**src/rtl/mfs_pkg.sv**
```systemverilog
// Package for the message frame segmenter: frame geometry, field widths,
// the item kind codes, the per-item sequencing phases and the shared structs.
// No dependencies; every other file refers to it by scoped names.
`default_nettype none

package mfs_pkg;

    // Frame geometry. FRAME_BYTES must be a power of two (frame count is a shift).
    localparam int FRAME_BYTES       = 32;
    localparam int MAX_MESSAGE_BYTES = 65535;
    localparam int HEADER_BYTES      = 5;
    localparam int FOOTER_BYTES      = 1;
    localparam int COUNT_BYTES       = 4;
    localparam int PAYLOAD_CAP       = FRAME_BYTES - HEADER_BYTES;

    // Field widths.
    localparam int BYTE_W      = 8;
    localparam int LEN_W       = 16;
    localparam int SUM_W       = LEN_W + 1;
    localparam int COUNT_W     = BYTE_W * COUNT_BYTES;
    localparam int POS_W       = $clog2(FRAME_BYTES);
    localparam int FRAME_SHIFT = $clog2(FRAME_BYTES);
    localparam int FRAMES_W    =
        $clog2((MAX_MESSAGE_BYTES + HEADER_BYTES + FOOTER_BYTES + FRAME_BYTES - 1)
               / FRAME_BYTES + 1);

    typedef enum logic
    {
        KIND_START = 1'b0,
        KIND_DATA  = 1'b1
    } kind_t;

    // Where the sequencer stands within the run of bytes of one input word.
    typedef enum logic [1:0]
    {
        PH_ENTRY  = 2'd0,
        PH_HEADER = 2'd1,
        PH_LENGTH = 2'd2,
        PH_FILL   = 2'd3
    } phase_t;

    typedef struct packed
    {
        kind_t                    kind;
        logic [LEN_W-1:0]         message_length;
        logic [BYTE_W-1:0]        data_byte;
    } item_t;

    // One step of the sequencer: the byte it produces, if any, and whether
    // the held input word is finished with this step.
    typedef struct packed
    {
        logic                     done;
        logic                     emit;
        logic [BYTE_W-1:0]        value;
        logic                     eof;
    } step_t;

endpackage

`default_nettype wire

```
**src/rtl/mfs_if.sv**
```systemverilog
// Channel interfaces of the message frame segmenter: input words, output
// frame bytes and the fill-byte configuration write. Uses mfs_pkg widths.
`default_nettype none

interface mfs_item_if;
    logic                            valid;
    logic                            ready;
    logic                            kind;
    logic [mfs_pkg::LEN_W-1:0]       message_length;
    logic [mfs_pkg::BYTE_W-1:0]      data_byte;

    modport source (output valid, output kind, output message_length,
                    output data_byte, input ready);
    modport sink   (input valid, input kind, input message_length,
                    input data_byte, output ready);
endinterface

interface mfs_frame_if;
    logic                            valid;
    logic                            ready;
    logic [mfs_pkg::BYTE_W-1:0]      frame_byte;
    logic                            end_of_frame;
    logic                            end_of_run;

    modport source (output valid, output frame_byte, output end_of_frame,
                    output end_of_run, input ready);
    modport sink   (input valid, input frame_byte, input end_of_frame,
                    input end_of_run, output ready);
endinterface

interface mfs_cfg_if;
    logic                            valid;
    logic                            ready;
    logic [mfs_pkg::BYTE_W-1:0]      fill_byte;

    modport source (output valid, output fill_byte, input ready);
    modport sink   (input valid, input fill_byte, output ready);
endinterface

`default_nettype wire

```
**src/rtl/mfs_core.sv**
```systemverilog
// Sequencer of the message frame segmenter: holds the message state and
// turns the held input word into at most one frame byte per step. Uses mfs_pkg.
`default_nettype none

module mfs_core
(
    input  wire logic                         clk,
    input  wire logic                         rst_n,
    input  wire logic                         advance,
    input  wire mfs_pkg::item_t               item,
    input  wire logic [mfs_pkg::BYTE_W-1:0]   fill_byte,
    output mfs_pkg::step_t                    step
);

    logic [mfs_pkg::FRAMES_W-1:0] frames_total_reg, frames_total_next;
    logic [mfs_pkg::FRAMES_W-1:0] frame_number_reg, frame_number_next;
    logic [mfs_pkg::POS_W-1:0]    byte_pos_reg, byte_pos_next;
    logic [mfs_pkg::LEN_W-1:0]    bytes_left_reg, bytes_left_next;
    logic                         active_reg, active_next;
    mfs_pkg::phase_t              phase_reg, phase_next;

    logic [mfs_pkg::LEN_W-1:0]    len_sat;
    logic [mfs_pkg::SUM_W-1:0]    len_sum;
    logic [mfs_pkg::FRAMES_W-1:0] frames_new;
    logic                         starting;
    logic [mfs_pkg::POS_W-1:0]    cur_pos;
    logic [mfs_pkg::POS_W:0]      pos_inc;
    logic [mfs_pkg::POS_W-1:0]    pos_wrap;
    logic [mfs_pkg::LEN_W-1:0]    left_dec;
    logic [mfs_pkg::FRAMES_W-1:0] frame_inc;
    logic                         last_frame;
    logic                         next_is_last;

    // Byte idx of the frame count, most significant first, as a 32-bit word.
    function automatic logic [mfs_pkg::BYTE_W-1:0] count_byte(
        input logic [mfs_pkg::FRAMES_W-1:0] total,
        input logic [mfs_pkg::POS_W-1:0]    idx
    );
        logic [mfs_pkg::COUNT_W-1:0] word;
        logic [mfs_pkg::POS_W-1:0]   rank;
        word = mfs_pkg::COUNT_W'(total);
        rank = mfs_pkg::POS_W'(mfs_pkg::COUNT_BYTES - 1) - idx;
        return mfs_pkg::BYTE_W'(word >> (mfs_pkg::BYTE_W * int'(rank)));
    endfunction

    always_comb
    begin
        if ({16'd0, item.message_length} > 32'(mfs_pkg::MAX_MESSAGE_BYTES))
            len_sat = mfs_pkg::LEN_W'(mfs_pkg::MAX_MESSAGE_BYTES);
        else
            len_sat = item.message_length;
        len_sum = mfs_pkg::SUM_W'(len_sat)
                + mfs_pkg::SUM_W'(mfs_pkg::HEADER_BYTES + mfs_pkg::FOOTER_BYTES
                                  + mfs_pkg::FRAME_BYTES - 1);
        if (len_sat <= mfs_pkg::LEN_W'(mfs_pkg::PAYLOAD_CAP))
            frames_new = mfs_pkg::FRAMES_W'(1);
        else
            frames_new = mfs_pkg::FRAMES_W'(len_sum >> mfs_pkg::FRAME_SHIFT);
    end

    // A start word restarts the frame at position zero.
    assign starting = (phase_reg == mfs_pkg::PH_ENTRY) && (item.kind == mfs_pkg::KIND_START);
    assign cur_pos  = starting ? '0 : byte_pos_reg;
    assign pos_inc  = {1'b0, cur_pos} + (mfs_pkg::POS_W+1)'(1);
    assign pos_wrap = (pos_inc >= (mfs_pkg::POS_W+1)'(mfs_pkg::FRAME_BYTES))
                      ? '0 : pos_inc[mfs_pkg::POS_W-1:0];

    assign left_dec     = (bytes_left_reg == '0) ? '0 : bytes_left_reg - 1'b1;
    assign frame_inc    = frame_number_reg + 1'b1;
    assign last_frame   = ({1'b0, frame_number_reg} + 1'b1) >= {1'b0, frames_total_reg};
    assign next_is_last = ({1'b0, frame_inc} + 1'b1) >= {1'b0, frames_total_reg};

    always_comb
    begin
        frames_total_next = frames_total_reg;
        frame_number_next = frame_number_reg;
        byte_pos_next     = byte_pos_reg;
        bytes_left_next   = bytes_left_reg;
        active_next       = active_reg;
        phase_next        = phase_reg;
        step.done         = 1'b0;
        step.emit         = 1'b0;
        step.value        = '0;
        step.eof          = (pos_inc >= (mfs_pkg::POS_W+1)'(mfs_pkg::FRAME_BYTES));

        unique case (phase_reg)
            mfs_pkg::PH_ENTRY:
            begin
                if (item.kind == mfs_pkg::KIND_START)
                begin
                    frames_total_next = frames_new;
                    frame_number_next = '0;
                    bytes_left_next   = len_sat;
                    active_next       = 1'b1;
                    step.emit         = 1'b1;
                    step.value        = count_byte(frames_new, '0);
                    byte_pos_next     = pos_wrap;
                    phase_next        = mfs_pkg::PH_HEADER;
                end
                else if (active_reg)
                begin
                    step.emit       = 1'b1;
                    step.value      = item.data_byte;
                    bytes_left_next = left_dec;
                    byte_pos_next   = pos_wrap;
                    if (last_frame && left_dec == '0)
                    begin
                        active_next = 1'b0;
                        if (pos_wrap != '0)
                            phase_next = mfs_pkg::PH_FILL;
                        else
                            step.done = 1'b1;
                    end
                    else if (pos_wrap == '0)
                    begin
                        frame_number_next = frame_inc;
                        if (next_is_last)
                            phase_next = mfs_pkg::PH_LENGTH;
                        else
                            step.done = 1'b1;
                    end
                    else
                    begin
                        step.done = 1'b1;
                    end
                end
                else
                begin
                    // Data with no message open is dropped without output.
                    step.done = 1'b1;
                end
            end

            mfs_pkg::PH_HEADER:
            begin
                step.emit     = 1'b1;
                byte_pos_next = pos_wrap;
                if (byte_pos_reg < mfs_pkg::POS_W'(mfs_pkg::COUNT_BYTES))
                begin
                    step.value = count_byte(frames_total_reg, byte_pos_reg);
                end
                else
                begin
                    if (bytes_left_reg <= mfs_pkg::LEN_W'(mfs_pkg::PAYLOAD_CAP))
                        step.value = mfs_pkg::BYTE_W'(bytes_left_reg);
                    else
                        step.value = mfs_pkg::BYTE_W'(mfs_pkg::PAYLOAD_CAP);
                    if (frames_total_reg == mfs_pkg::FRAMES_W'(1) && bytes_left_reg == '0)
                    begin
                        active_next = 1'b0;
                        if (pos_wrap != '0)
                            phase_next = mfs_pkg::PH_FILL;
                        else
                            step.done = 1'b1;
                    end
                    else
                    begin
                        step.done = 1'b1;
                    end
                end
            end

            mfs_pkg::PH_LENGTH:
            begin
                step.emit     = 1'b1;
                step.value    = mfs_pkg::BYTE_W'(bytes_left_reg);
                byte_pos_next = pos_wrap;
                if (bytes_left_reg == '0)
                begin
                    active_next = 1'b0;
                    if (pos_wrap != '0)
                        phase_next = mfs_pkg::PH_FILL;
                    else
                        step.done = 1'b1;
                end
                else
                begin
                    step.done = 1'b1;
                end
            end

            mfs_pkg::PH_FILL:
            begin
                step.emit     = 1'b1;
                step.value    = fill_byte;
                byte_pos_next = pos_wrap;
                if (pos_wrap == '0)
                    step.done = 1'b1;
            end

            default:
            begin
                step.done = 1'b1;
            end
        endcase

        if (step.done)
            phase_next = mfs_pkg::PH_ENTRY;
    end

    always_ff @(posedge clk or negedge rst_n)
    begin
        if (!rst_n)
        begin
            frames_total_reg <= '0;
            frame_number_reg <= '0;
            byte_pos_reg     <= '0;
            bytes_left_reg   <= '0;
            active_reg       <= 1'b0;
            phase_reg        <= mfs_pkg::PH_ENTRY;
        end
        else if (advance)
        begin
            frames_total_reg <= frames_total_next;
            frame_number_reg <= frame_number_next;
            byte_pos_reg     <= byte_pos_next;
            bytes_left_reg   <= bytes_left_next;
            active_reg       <= active_next;
            phase_reg        <= phase_next;
        end
    end

endmodule

`default_nettype wire

```
**src/rtl/message_frame_segmenter_top.sv**
```systemverilog
// Top level of the message frame segmenter: input word register, fill-byte
// register and output byte register around the mfs_core sequencer.
// Depends on mfs_pkg, the channel interfaces in mfs_if.sv and mfs_core.
//
//   Channel   Direction   Word carries                              Accepted when
//   item      in          kind, message_length, data_byte           valid && ready
//   frame     out         frame_byte, end_of_frame, end_of_run      valid && ready
//   cfg       in          fill_byte                                 valid && ready
//
// The block produces at most one frame byte per cycle, a rate that the
// single-byte output register sets. A word yields a run of bytes: a data
// byte in mid-frame yields one, a start word five (32 for an empty message),
// and a data byte that closes a frame up to 33 when a length byte and pad
// follow it. While a run is being produced the item channel is held off,
// and the next word is taken in the cycle in which the last byte of the run
// moves into the output register.
// A stall on the frame channel freezes the sequencer with no byte lost.
// Reset closes any open message and sets the fill byte to 1; cfg is always ready.
`default_nettype none

module message_frame_segmenter_top
(
    input  wire logic      clk,
    input  wire logic      rst_n,
    mfs_item_if.sink       item,
    mfs_frame_if.source    frame,
    mfs_cfg_if.sink        cfg
);

    // Held input word waiting for, or in the middle of, its run of bytes.
    logic                          item_valid_reg;
    mfs_pkg::item_t                item_reg;

    logic [mfs_pkg::BYTE_W-1:0]    fill_reg;

    logic                          out_valid_reg;
    logic [mfs_pkg::BYTE_W-1:0]    out_byte_reg;
    logic                          out_eof_reg;
    logic                          out_eor_reg;

    logic                          out_free;
    logic                          advance;
    logic                          item_take;
    mfs_pkg::step_t                step;

    // The sequencer steps only when the output register can take its byte.
    assign out_free  = !out_valid_reg || frame.ready;
    assign advance   = item_valid_reg && out_free;
    assign item.ready = !item_valid_reg || (advance && step.done);
    assign item_take = item.valid && item.ready;

    assign cfg.ready = 1'b1;

    mfs_core u_core
    (
        .clk       (clk),
        .rst_n     (rst_n),
        .advance   (advance),
        .item      (item_reg),
        .fill_byte (fill_reg),
        .step      (step)
    );

    always_ff @(posedge clk or negedge rst_n)
    begin
        if (!rst_n)
        begin
            item_valid_reg <= 1'b0;
        end
        else if (item_take)
        begin
            item_valid_reg <= 1'b1;
        end
        else if (advance && step.done)
        begin
            item_valid_reg <= 1'b0;
        end
    end

    always_ff @(posedge clk)
    begin
        if (item_take)
        begin
            item_reg.kind           <= mfs_pkg::kind_t'(item.kind);
            item_reg.message_length <= item.message_length;
            item_reg.data_byte      <= item.data_byte;
        end
    end

    always_ff @(posedge clk or negedge rst_n)
    begin
        if (!rst_n)
        begin
            fill_reg <= mfs_pkg::BYTE_W'(1);
        end
        else if (cfg.valid && cfg.ready)
        begin
            fill_reg <= cfg.fill_byte;
        end
    end

    // Output register: the end of run flag marks the byte that finishes a word.
    always_ff @(posedge clk or negedge rst_n)
    begin
        if (!rst_n)
        begin
            out_valid_reg <= 1'b0;
        end
        else if (advance && step.emit)
        begin
            out_valid_reg <= 1'b1;
        end
        else if (frame.ready)
        begin
            out_valid_reg <= 1'b0;
        end
    end

    always_ff @(posedge clk)
    begin
        if (advance && step.emit)
        begin
            out_byte_reg <= step.value;
            out_eof_reg  <= step.eof;
            out_eor_reg  <= step.done;
        end
    end

    assign frame.valid        = out_valid_reg;
    assign frame.frame_byte   = out_byte_reg;
    assign frame.end_of_frame = out_eof_reg;
    assign frame.end_of_run   = out_eor_reg;

endmodule

`default_nettype wire
```
**src/flat_wrapper.sv**
```systemverilog
// flat-port wrapper written by rule: the top's interface ports become plain ports
module message_frame_segmenter_top_flat 
  (clk, rst_n, item_valid, item_kind, item_message_length, item_data_byte, item_ready, frame_valid, frame_frame_byte, frame_end_of_frame, frame_end_of_run, frame_ready, cfg_valid, cfg_fill_byte, cfg_ready);
  mfs_item_if item_i ();
  mfs_frame_if frame_i ();
  mfs_cfg_if cfg_i ();
  input  wire logic clk;
  input  wire logic rst_n;
  input wire logic [$bits(item_i.valid)-1:0] item_valid;
  input wire logic [$bits(item_i.kind)-1:0] item_kind;
  input wire logic [$bits(item_i.message_length)-1:0] item_message_length;
  input wire logic [$bits(item_i.data_byte)-1:0] item_data_byte;
  output wire logic [$bits(item_i.ready)-1:0] item_ready;
  output wire logic [$bits(frame_i.valid)-1:0] frame_valid;
  output wire logic [$bits(frame_i.frame_byte)-1:0] frame_frame_byte;
  output wire logic [$bits(frame_i.end_of_frame)-1:0] frame_end_of_frame;
  output wire logic [$bits(frame_i.end_of_run)-1:0] frame_end_of_run;
  input wire logic [$bits(frame_i.ready)-1:0] frame_ready;
  input wire logic [$bits(cfg_i.valid)-1:0] cfg_valid;
  input wire logic [$bits(cfg_i.fill_byte)-1:0] cfg_fill_byte;
  output wire logic [$bits(cfg_i.ready)-1:0] cfg_ready;
  assign item_i.valid = item_valid;
  assign item_i.kind = item_kind;
  assign item_i.message_length = item_message_length;
  assign item_i.data_byte = item_data_byte;
  assign item_ready = item_i.ready;
  assign frame_valid = frame_i.valid;
  assign frame_frame_byte = frame_i.frame_byte;
  assign frame_end_of_frame = frame_i.end_of_frame;
  assign frame_end_of_run = frame_i.end_of_run;
  assign frame_i.ready = frame_ready;
  assign cfg_i.valid = cfg_valid;
  assign cfg_i.fill_byte = cfg_fill_byte;
  assign cfg_ready = cfg_i.ready;
  message_frame_segmenter_top u_core (.clk(clk), .rst_n(rst_n), .item(item_i), .frame(frame_i), .cfg(cfg_i));
endmodule
```
**config.mk**
```make
export PLATFORM = sky130hd
export DESIGN_NAME = message_frame_segmenter_top_flat
export DESIGN_NICKNAME = d
export VERILOG_FILES = /design/src/rtl/mfs_pkg.sv /design/src/rtl/mfs_if.sv /design/src/rtl/mfs_core.sv /design/src/rtl/message_frame_segmenter_top.sv /design/src/flat_wrapper.sv
export SDC_FILE = /design/constraint.sdc
export NUM_CORES = 1
export LEC_CHECK = 0
export BUFFER_PORTS_ARGS = -buffer_cell sky130_fd_sc_hd__buf_4
export CAP_MARGIN = 15
export CORE_MARGIN = 2
export CORE_UTILIZATION = 45
export CTS_BUF_LIST = sky130_fd_sc_hd__clkbuf_8 sky130_fd_sc_hd__clkbuf_16
export DETAILED_ROUTE_END_ITERATION = 8
export GPL_TIMING_DRIVEN = 0
export PLACE_DENSITY = 0.62
export SLEW_MARGIN = 10
export SYNTH_ARGS = -nofsm -noshare
export SYNTH_HDL_FRONTEND = slang
export SYNTH_SLANG_ARGS = --single-unit
export TNS_END_PERCENT = 10
```
**constraint.sdc**
```tcl
create_clock -name clk -period 8.45 [get_ports clk]
set_input_delay 2.535 -clock clk [delete_from_list [all_inputs] [get_ports clk]]
set_output_delay 2.535 -clock clk [all_outputs]
set_load 0.05 [all_outputs]
```
==> summary.md, run 1 <==
| Metric | Value |
|---|---|
| Row count | `42` |
| CP endpoint kind | `output pin` |
| Max Clock Freq | `0.135 GHz` |
| Maximum vdd drop | `around 0.15 mV` |
| Simple-gate share of the synthesized area | `20.0%` |
| Clock buffer count from CTS | `9` |
| Adder-cell share of the synthesized area | `~7.3%` |
| Synthesized flop and latch total | `93` |
| Crit Path Class | `flip-flop to output pin` |
| Leakage | `2.86 nW` |
| Area of the core | `13,100 µm²` |
| Min-Delay Path Class | `flip-flop to flip-flop` |
| Final net count | `~800` |
| First-pass GRT wire length | `26,200 µm` |
| Final antenna diode count | `0` |
| Post-Syn Area per Cell | `9.08 µm²` |
| Synth Cell Area | `~6000 µm²` |
| Global placer's final weighted congestion | `0.888` |
| Area delta synth->final | `14.4%` |
| Worst EP arrival | `4.86 ns` |
| Power density over the cells | `approximately 330 nW/µm²` |
| Dpl hpwl | `12,000 µm` |
| Compound-Gate Fraction of Synth Area | `about a fifth` |
| Critical Path Fanout Max | `10` |
| Initial antenna violation count | `0` |
| Most frequent cells in the layout | `68 x nand2_1, 57 x dfrtp_1, 49 x buf_4` |
| Post-Syn Instances | `663` |
| Final number of hold-violating endpoints | `0` |
| Post-cts hold buffer count | `0` |
| Largest family of logic cells by synthesized area | `simple AND/OR/NAND/NOR gates` |
| Antenna Nets Post-Route | `0` |
| Die ar. | `14,300 µm²` |
| Post-CTS setup buffers | `0` |
| CTS Root Cell | `clkbuf_16` |
| Grt ovf | `0` |
| CTS tree | `done` |
| RSZ-0062 raised after global routing | `no` |
| Max cap viols | `0` |
| Post-Route WL | `16,200 µm` |
| Clk slew on worst S/H paths | `roughly 0.070 ns` |
| Worst Tran Pin Value | `0.848 ns` |
| Part of the power in registers | `roughly a third` |
| Htree depth | `3` |
| Startpoint Class | `flip-flop` |
| Commonest register cell after synthesis | `dfrtp_1` |
| Skew-Pair Late Insertion Delay | `0.36 ns` |
| Layout Skew | `0.00714 ns` |
| Die height | `120 µm` |
| Internal power | `~1.2 mW` |
| Netlist cell types | `67` |
| Power after layout | `around 2.3 mW` |
| Combinational share of power | `48.6%` |
| Syn Nets | `roughly 740` |
| Setup-failing EPs final | `0` |
| R2R setup slack | `3.22 ns` |
| Switching power | `1.06 mW` |
| Status | `finished, final reports clean` |
| Vias in the first global route | `4,978` |
| Num ports | `51` |
| DRC | `0` |
| Initial Util | `45.8%` |
| Layout cell share with drive strength beyond 1 | `11.5%` |
| Multiplexer share of the synthesized area | `~2.8%` |
| Post-Synth XOR/XNOR Area | `4.51%` |
| Pre-antenna DRT Iters | `6` |
| Fin crit share | `87.6%` |
| Asr flop ratio synth | `62.4%` |
| Switch share | `46.3%` |
| Max reg flops | `25` |
| Required @ worst endpoint | `5.92 ns` |
| Gr usage total | `23.5%` |
| Post-layout util | `52.4%` |
| Rel. slew slack | `43.1%` |
| Avg Vias per Cell | `5.84` |
| Clk pwr share | `17.2%` |
| Post-synthesis sequential area ratio | `41.6%` |
| Setup TNS | `0 ns` |
| Final slew viol count | `0` |
| Clk buf depth | `2` |
| Wire per inst | `around 18 µm` |
| CTS resizes | `0` |
| Number of synthesized flops with an enable pin | `35` |
| Minimum clock period | `7.40 ns` |
| CTS Sinks | `93` |
| Die Width | `120 µm` |
| Yosys warning count | `0` |
| Port Buffer Count | `48` |
| Routed via count | `5,279` |
| Iteration-0 DRC Markers | `505` |
| Commonest non-fill, non-tap cell in the layout | `nand2_1` |
| Largest net degree at the start of global routing | `59` |
==> layer usage <==
metal	wire (µm)	global-route usage, %
met5	0	0
met4	364	10.0
met2	7410	35.3
met3	883	3.80
met1	7520	33.8
==> power by group through the flow <==
stage	Clock, mW	Combinational (mW)	Sequential, mW
floorplan	0	0.714	0.830
global placement	0	1.07	0.781
detailed placement	0	1.10	0.786
CTS	0.401	1.10	0.778
global route	0.421	1.23	0.800
finish	0.393	1.11	0.780
==> through the flow <==
step | cells | hold WS, ns | instance area (µm²) | setup slack [ns]
3_5_place_dp | 887 | 0.502 | 6600 | 1.45
4_1_cts | 903 | 0.518 | 6880 | 1.03
5_1_grt | 904 | 0.539 | 6890 | 0.644
3_3_place_gp | 887 | 0.498 | 6600 | 1.51
6_report | 904 | 0.511 | 6890 | 1.05
2_1_floorplan | 663 | 0.465 | 6020 | 2.19
==> layout make-up <==
| cell class | instances | area, µm² |
|---|---|---|
| inverters | 37 | 139 |
| multi-input cells | 495 | 3220 |
| well taps | 176 | 220 |
| clock inverters | 7 | 56.3 |
| repair buffers | 49 | 365 |
| clock buffers | 9 | 225 |
| fillers | 1264 | 6250 |
| flip-flops and latches | 93 | 2500 |
| plain buffers | 38 | 155 |
==> path summary, 6_finish.rpt <==
| kind | start | end | cells after the start |
|---|---|---|---|
| worst min register to register | u_core.u_core.bytes_left_reg[1] | u_core.u_core.bytes_left_reg[1] | 2 |
| max in group asynchronous | rst_n | u_core.u_core.bytes_left_reg[12] | 1 |
| worst max-delay path | u_core.u_core.frame_number_reg[0] | item_ready | 18 |
| min in group asynchronous | rst_n | u_core.u_core.frame_number_reg[5] | 1 |
| worst min-delay path | u_core.u_core.bytes_left_reg[1] | u_core.u_core.bytes_left_reg[1] | 2 |
| worst max register to register | u_core.u_core.frame_number_reg[0] | u_core.item_reg[23] | 18 |
==> worst max-delay path: stages (launching register included) <==
cell      delay [ns]
dfrtp_1         0.41
clkbuf_1        0.37
inv_1           0.18
ha_1            0.37
inv_1           0.09
nand3_1         0.12
or3_1           0.42
nor3_1          0.27
nand3_1         0.18
nor3_1          0.21
xor2_1          0.18
ha_1            0.27
nand3_1         0.11
nand2b_1        0.11
o31ai_1         0.07
o31ai_1         0.51
a31oi_1         0.27
nand2_1         0.16
buf_4           0.21
==> synth_stat cells, types with 7 or more instances <==
| cell type | n | area share (%) |
|---|---|---|
| inv_1 | 37 | 2.3 |
| nor4_1 | 10 | 1.0 |
| dfrtp_1 | 57 | 24 |
| nor3_1 | 23 | 1.9 |
| clkbuf_1 | 33 | 2.1 |
| o21ai_0 | 44 | 3.7 |
| o21ai_1 | 7 | 0.58 |
| mux2i_1 | 7 | 1.2 |
| xnor2_1 | 17 | 2.5 |
| o31ai_1 | 16 | 2.0 |
| nor2_1 | 42 | 2.6 |
| mux2_2 | 9 | 1.7 |
| xor2_1 | 14 | 2.0 |
| or3_1 | 11 | 1.1 |
| o22ai_1 | 12 | 1.2 |
| a21oi_1 | 35 | 2.9 |
| nand4_1 | 10 | 1.0 |
| ha_1 | 35 | 7.3 |
| nand3_1 | 23 | 1.9 |
| nand2_1 | 68 | 4.2 |
| edfxtp_1 | 35 | 17 |
==> cell families (layout without fill, tap and decap cells) <==
logic type	count (synthesis)	count (layout)
adder cells (fa/ha/maj)	35	35
multiplexers	16	16
AND/OR/NAND/NOR	236	236
XOR/XNOR	31	31
AO/OA/AOI/OAI	176	176
flip-flops	93	93
other	1	1
buffers and inverters	75	140
No activity file was read; power rests on OpenSTA's default activity.
==> inputs of run 2 (changes only) <==
--- a/config.mk
+++ b/config.mk
@@ -8,11 +8,11 @@
 export BUFFER_PORTS_ARGS = -buffer_cell sky130_fd_sc_hd__buf_4
 export CAP_MARGIN = 15
 export CORE_MARGIN = 2
-export CORE_UTILIZATION = 45
+export CORE_UTILIZATION = 32
 export CTS_BUF_LIST = sky130_fd_sc_hd__clkbuf_8 sky130_fd_sc_hd__clkbuf_16
 export DETAILED_ROUTE_END_ITERATION = 8
 export GPL_TIMING_DRIVEN = 0
-export PLACE_DENSITY = 0.62
+export PLACE_DENSITY = 0.47
 export SLEW_MARGIN = 10
 export SYNTH_ARGS = -nofsm -noshare
 export SYNTH_HDL_FRONTEND = slang
==> summary.md, run 2 (synthesis results as in run 1) <==
| Metric | Value |
|---|---|
| DRT met1 WL | `8150 µm (+8.3%)` |
| Post-CTS setup buffers | `0 (unchanged)` |
| Min-Delay Path Class | `flip-flop to flip-flop` |
| Met2 Wirelength | `7720 µm (+4.1%)` |
| Gr usage total | `17.5% (-6.0 points)` |
| Crit Path Class | `flip-flop to output pin` |
| CP cell instances | `clkbuf_1 > inv_1 > ha_1 > inv_1 > nand3_1 > or3_1 > nor3_1 > nand3_1 > nor3_1 > xor2_1 > ha_1 > nand3_1 > nand2b_1 > o31ai_1 > o31ai_1 > a31oi_1 > nand2_1 > buf_4` |
| Place WS | `1.38 ns (-0.0738 ns)` |
| FF-to-FF path depth | `18 (unchanged)` |
| Worst hold endpoint | `u_core.fill_reg[2]` |
| Final antenna diode count | `0 (unchanged)` |
| Status | `finished, final reports clean` |
| Worst EP arrival | `4.90 ns (+0.04 ns)` |
| Iteration-0 DRC Markers | `456 (-9.7%)` |
| Internal power | `1.28 mW (+4.7%)` |
| Die ar. | `19,900 µm² (+39%)` |
| Part of the power in registers | `33.4% (-0.8 points)` |
| CTS Sinks | `93 (unchanged)` |
| Switching power | `1.06 mW (+0.18%)` |
| Layout cell share with drive strength beyond 1 | `11.4% (-0.14 points)` |
| Largest net degree at the start of global routing | `59 (unchanged)` |
| Vias in the first global route | `4,991 (+0.26%)` |
| Global placer's final weighted congestion | `0.909 (+2.4%)` |
| Num ports | `51 (unchanged)` |
| Port Buffer Count | `48 (unchanged)` |
| Combinational share of power | `47.3% (-1.3 points)` |
| FF-to-FF End | `u_core.item_reg[16]` |
| Minimum clock period | `7.43 ns (+0.0360 ns)` |
| Initial Util | `32.4% (-13 points)` |
| Skew-Pair Late Insertion Delay | `0.36 ns (about the same)` |
| Worst Tran Pin Value | `0.826 ns (-0.0217 ns)` |
| Wire per inst | `17.5 µm (-2.4%)` |
| CP most frequent cell | `nand3_1` |
| Setup TNS | `0 ns (unchanged)` |
| Final number of hold-violating endpoints | `0 (unchanged)` |
| Launch point of the worst reg-to-reg path | `u_core.u_core.frame_number_reg[0]` |
| Routed via count | `5,216 (-1.2%)` |
| Max reg flops | `25 (unchanged)` |
| Grt ovf | `0 (unchanged)` |
| WHS Path Cells | `1 (-1)` |
| CTS resizes | `0 (unchanged)` |
| Max cap viols | `0 (unchanged)` |
| Final slew viol count | `0 (unchanged)` |
| Clk pwr share | `19.3% (+2.1 points)` |
| Layout Skew | `0.0166 ns (+0.00947 ns)` |
| Final net count | `796 (unchanged)` |
| Setup-failing EPs final | `0 (unchanged)` |
| R2R setup slack | `3.14 ns (-0.08 ns)` |
| Critical Path Fanout Max | `10 (unchanged)` |
| Pre-antenna DRT Iters | `5 (-1)` |
| Post-cts hold buffer count | `0 (unchanged)` |
| Commonest non-fill, non-tap cell in the layout | `nand2_1` |
| Antenna Nets Post-Route | `0 (unchanged)` |
| Area of the core | `18,600 µm² (+41%)` |
| Row count | `50 (+19%)` |
| Die height | `141 µm (+18%)` |
| Maximum vdd drop | `0.115 mV (-23%)` |
| Slowest CP cell | `o31ai_1` |
| Die Width | `141 µm (+18%)` |
| Initial antenna violation count | `0 (unchanged)` |
| DRC | `0 (unchanged)` |
| Clk slew on worst S/H paths | `0.07 ns (about the same)` |
| Max Clock Freq | `0.135 GHz (-0.48%)` |
| Clk buf depth | `2 (unchanged)` |
| Largest stage delay, worst path | `0.54 ns (+0.03 ns)` |
| RSZ-0062 raised after global routing | `no` |
| CTS tree | `done` |
| Leakage | `2.88 nW (+0.54%)` |
| PnR worst setup slack | `1.02 ns (-0.0360 ns)` |
| Post-Route WL | `16,800 µm (+3.9%)` |
| Htree depth | `3 (unchanged)` |
| Startpoint Class | `flip-flop` |
| Metal3 WL | `701 µm (-21%)` |
| Rel. slew slack | `44.5% (+1.5 points)` |
| Top sig layer | `met4` |
| Most frequent cells in the layout | `68 x nand2_1, 57 x dfrtp_1, 49 x buf_4` |
| Area delta synth->final | `16.3%` |
| Dpl hpwl | `12,700 µm (+5.6%)` |
| Fill cell count | `1,873 (+48%)` |
| First-pass GRT wire length | `27,400 µm (+4.7%)` |
| Clock buffer count from CTS | `9 (unchanged)` |
| Fin crit share | `88.0% (+0.43 points)` |
| Min-delay src | `u_core.fill_reg[2]` |
| Avg Vias per Cell | `5.42 (-7.2%)` |
| CTS Root Cell | `clkbuf_16` |
| CP endpoint kind | `output pin` |
| Power density over the cells | `334 nW/µm² (+0.91%)` |
| Required @ worst endpoint | `5.92 ns (about the same)` |
| Switch share | `45.2% (-1.1 points)` |
run 2: layout make-up:
type	count	area [µm²]	area share, %
Buffer	38	155	2.22
Tap cell	234	293	4.18
Multi-Input combinational cell	495	3220	46.0
Clock buffer	9	225	3.22
Sequential cell	93	2500	35.8
Inverter	37	139	1.98
Timing Repair Buffer	49	365	5.22
Clock inverter	7	97.6	1.39
run 2: layer usage:
layer	vias up	global-route usage (%)
li1	2550	-
met1	2504	25.0
met2	147	27.2
met3	15	3.43
met4	0	4.32
met5	-	0
run 2: worst max path at each step:
stage,start,endpoint,cells past startpoint
after CTS,u_core.u_core.frame_number_reg[0],item_ready,18
after global routing,u_core.u_core.frame_number_reg[0],item_ready,18
final,u_core.u_core.frame_number_reg[0],item_ready,18
after global placement,u_core.u_core.frame_number_reg[0],item_ready,18
after floorplan,u_core.u_core.frame_number_reg[0],item_ready,17
after detailed placement,u_core.u_core.frame_number_reg[0],item_ready,18
run 2: through the flow:
stage               power [mW]  util [%]  cells  area (µm²)  hold slack (ns)
detailed placement        1.89      35.9    945        6670            0.507
CTS                       2.35      37.7    961        7000            0.522
global placement          1.87      35.9    945        6670            0.503
floorplan                 1.54         -    663        6020            0.465
global route              2.52      37.7    962        7000            0.539
finish                    2.34      37.7    962        7000            0.519
run 2: critical path, delay by kind of cell (launching register included):
family	cells	cell delay, ns
compound gates	3	0.91
flops	1	0.41
buf+inv	4	0.85
xor+xnor	1	0.17
fa+ha+maj	2	0.63
simple gates	8	1.58
run 2: power by group through the flow:
stage	combinational (mW)	sequential [mW]	clock, mW
after floorplan	0.714	0.830	0
after global placement	1.08	0.785	0
after detailed placement	1.10	0.789	0
after CTS	1.11	0.781	0.467
after global routing	1.23	0.803	0.482
final	1.11	0.782	0.452
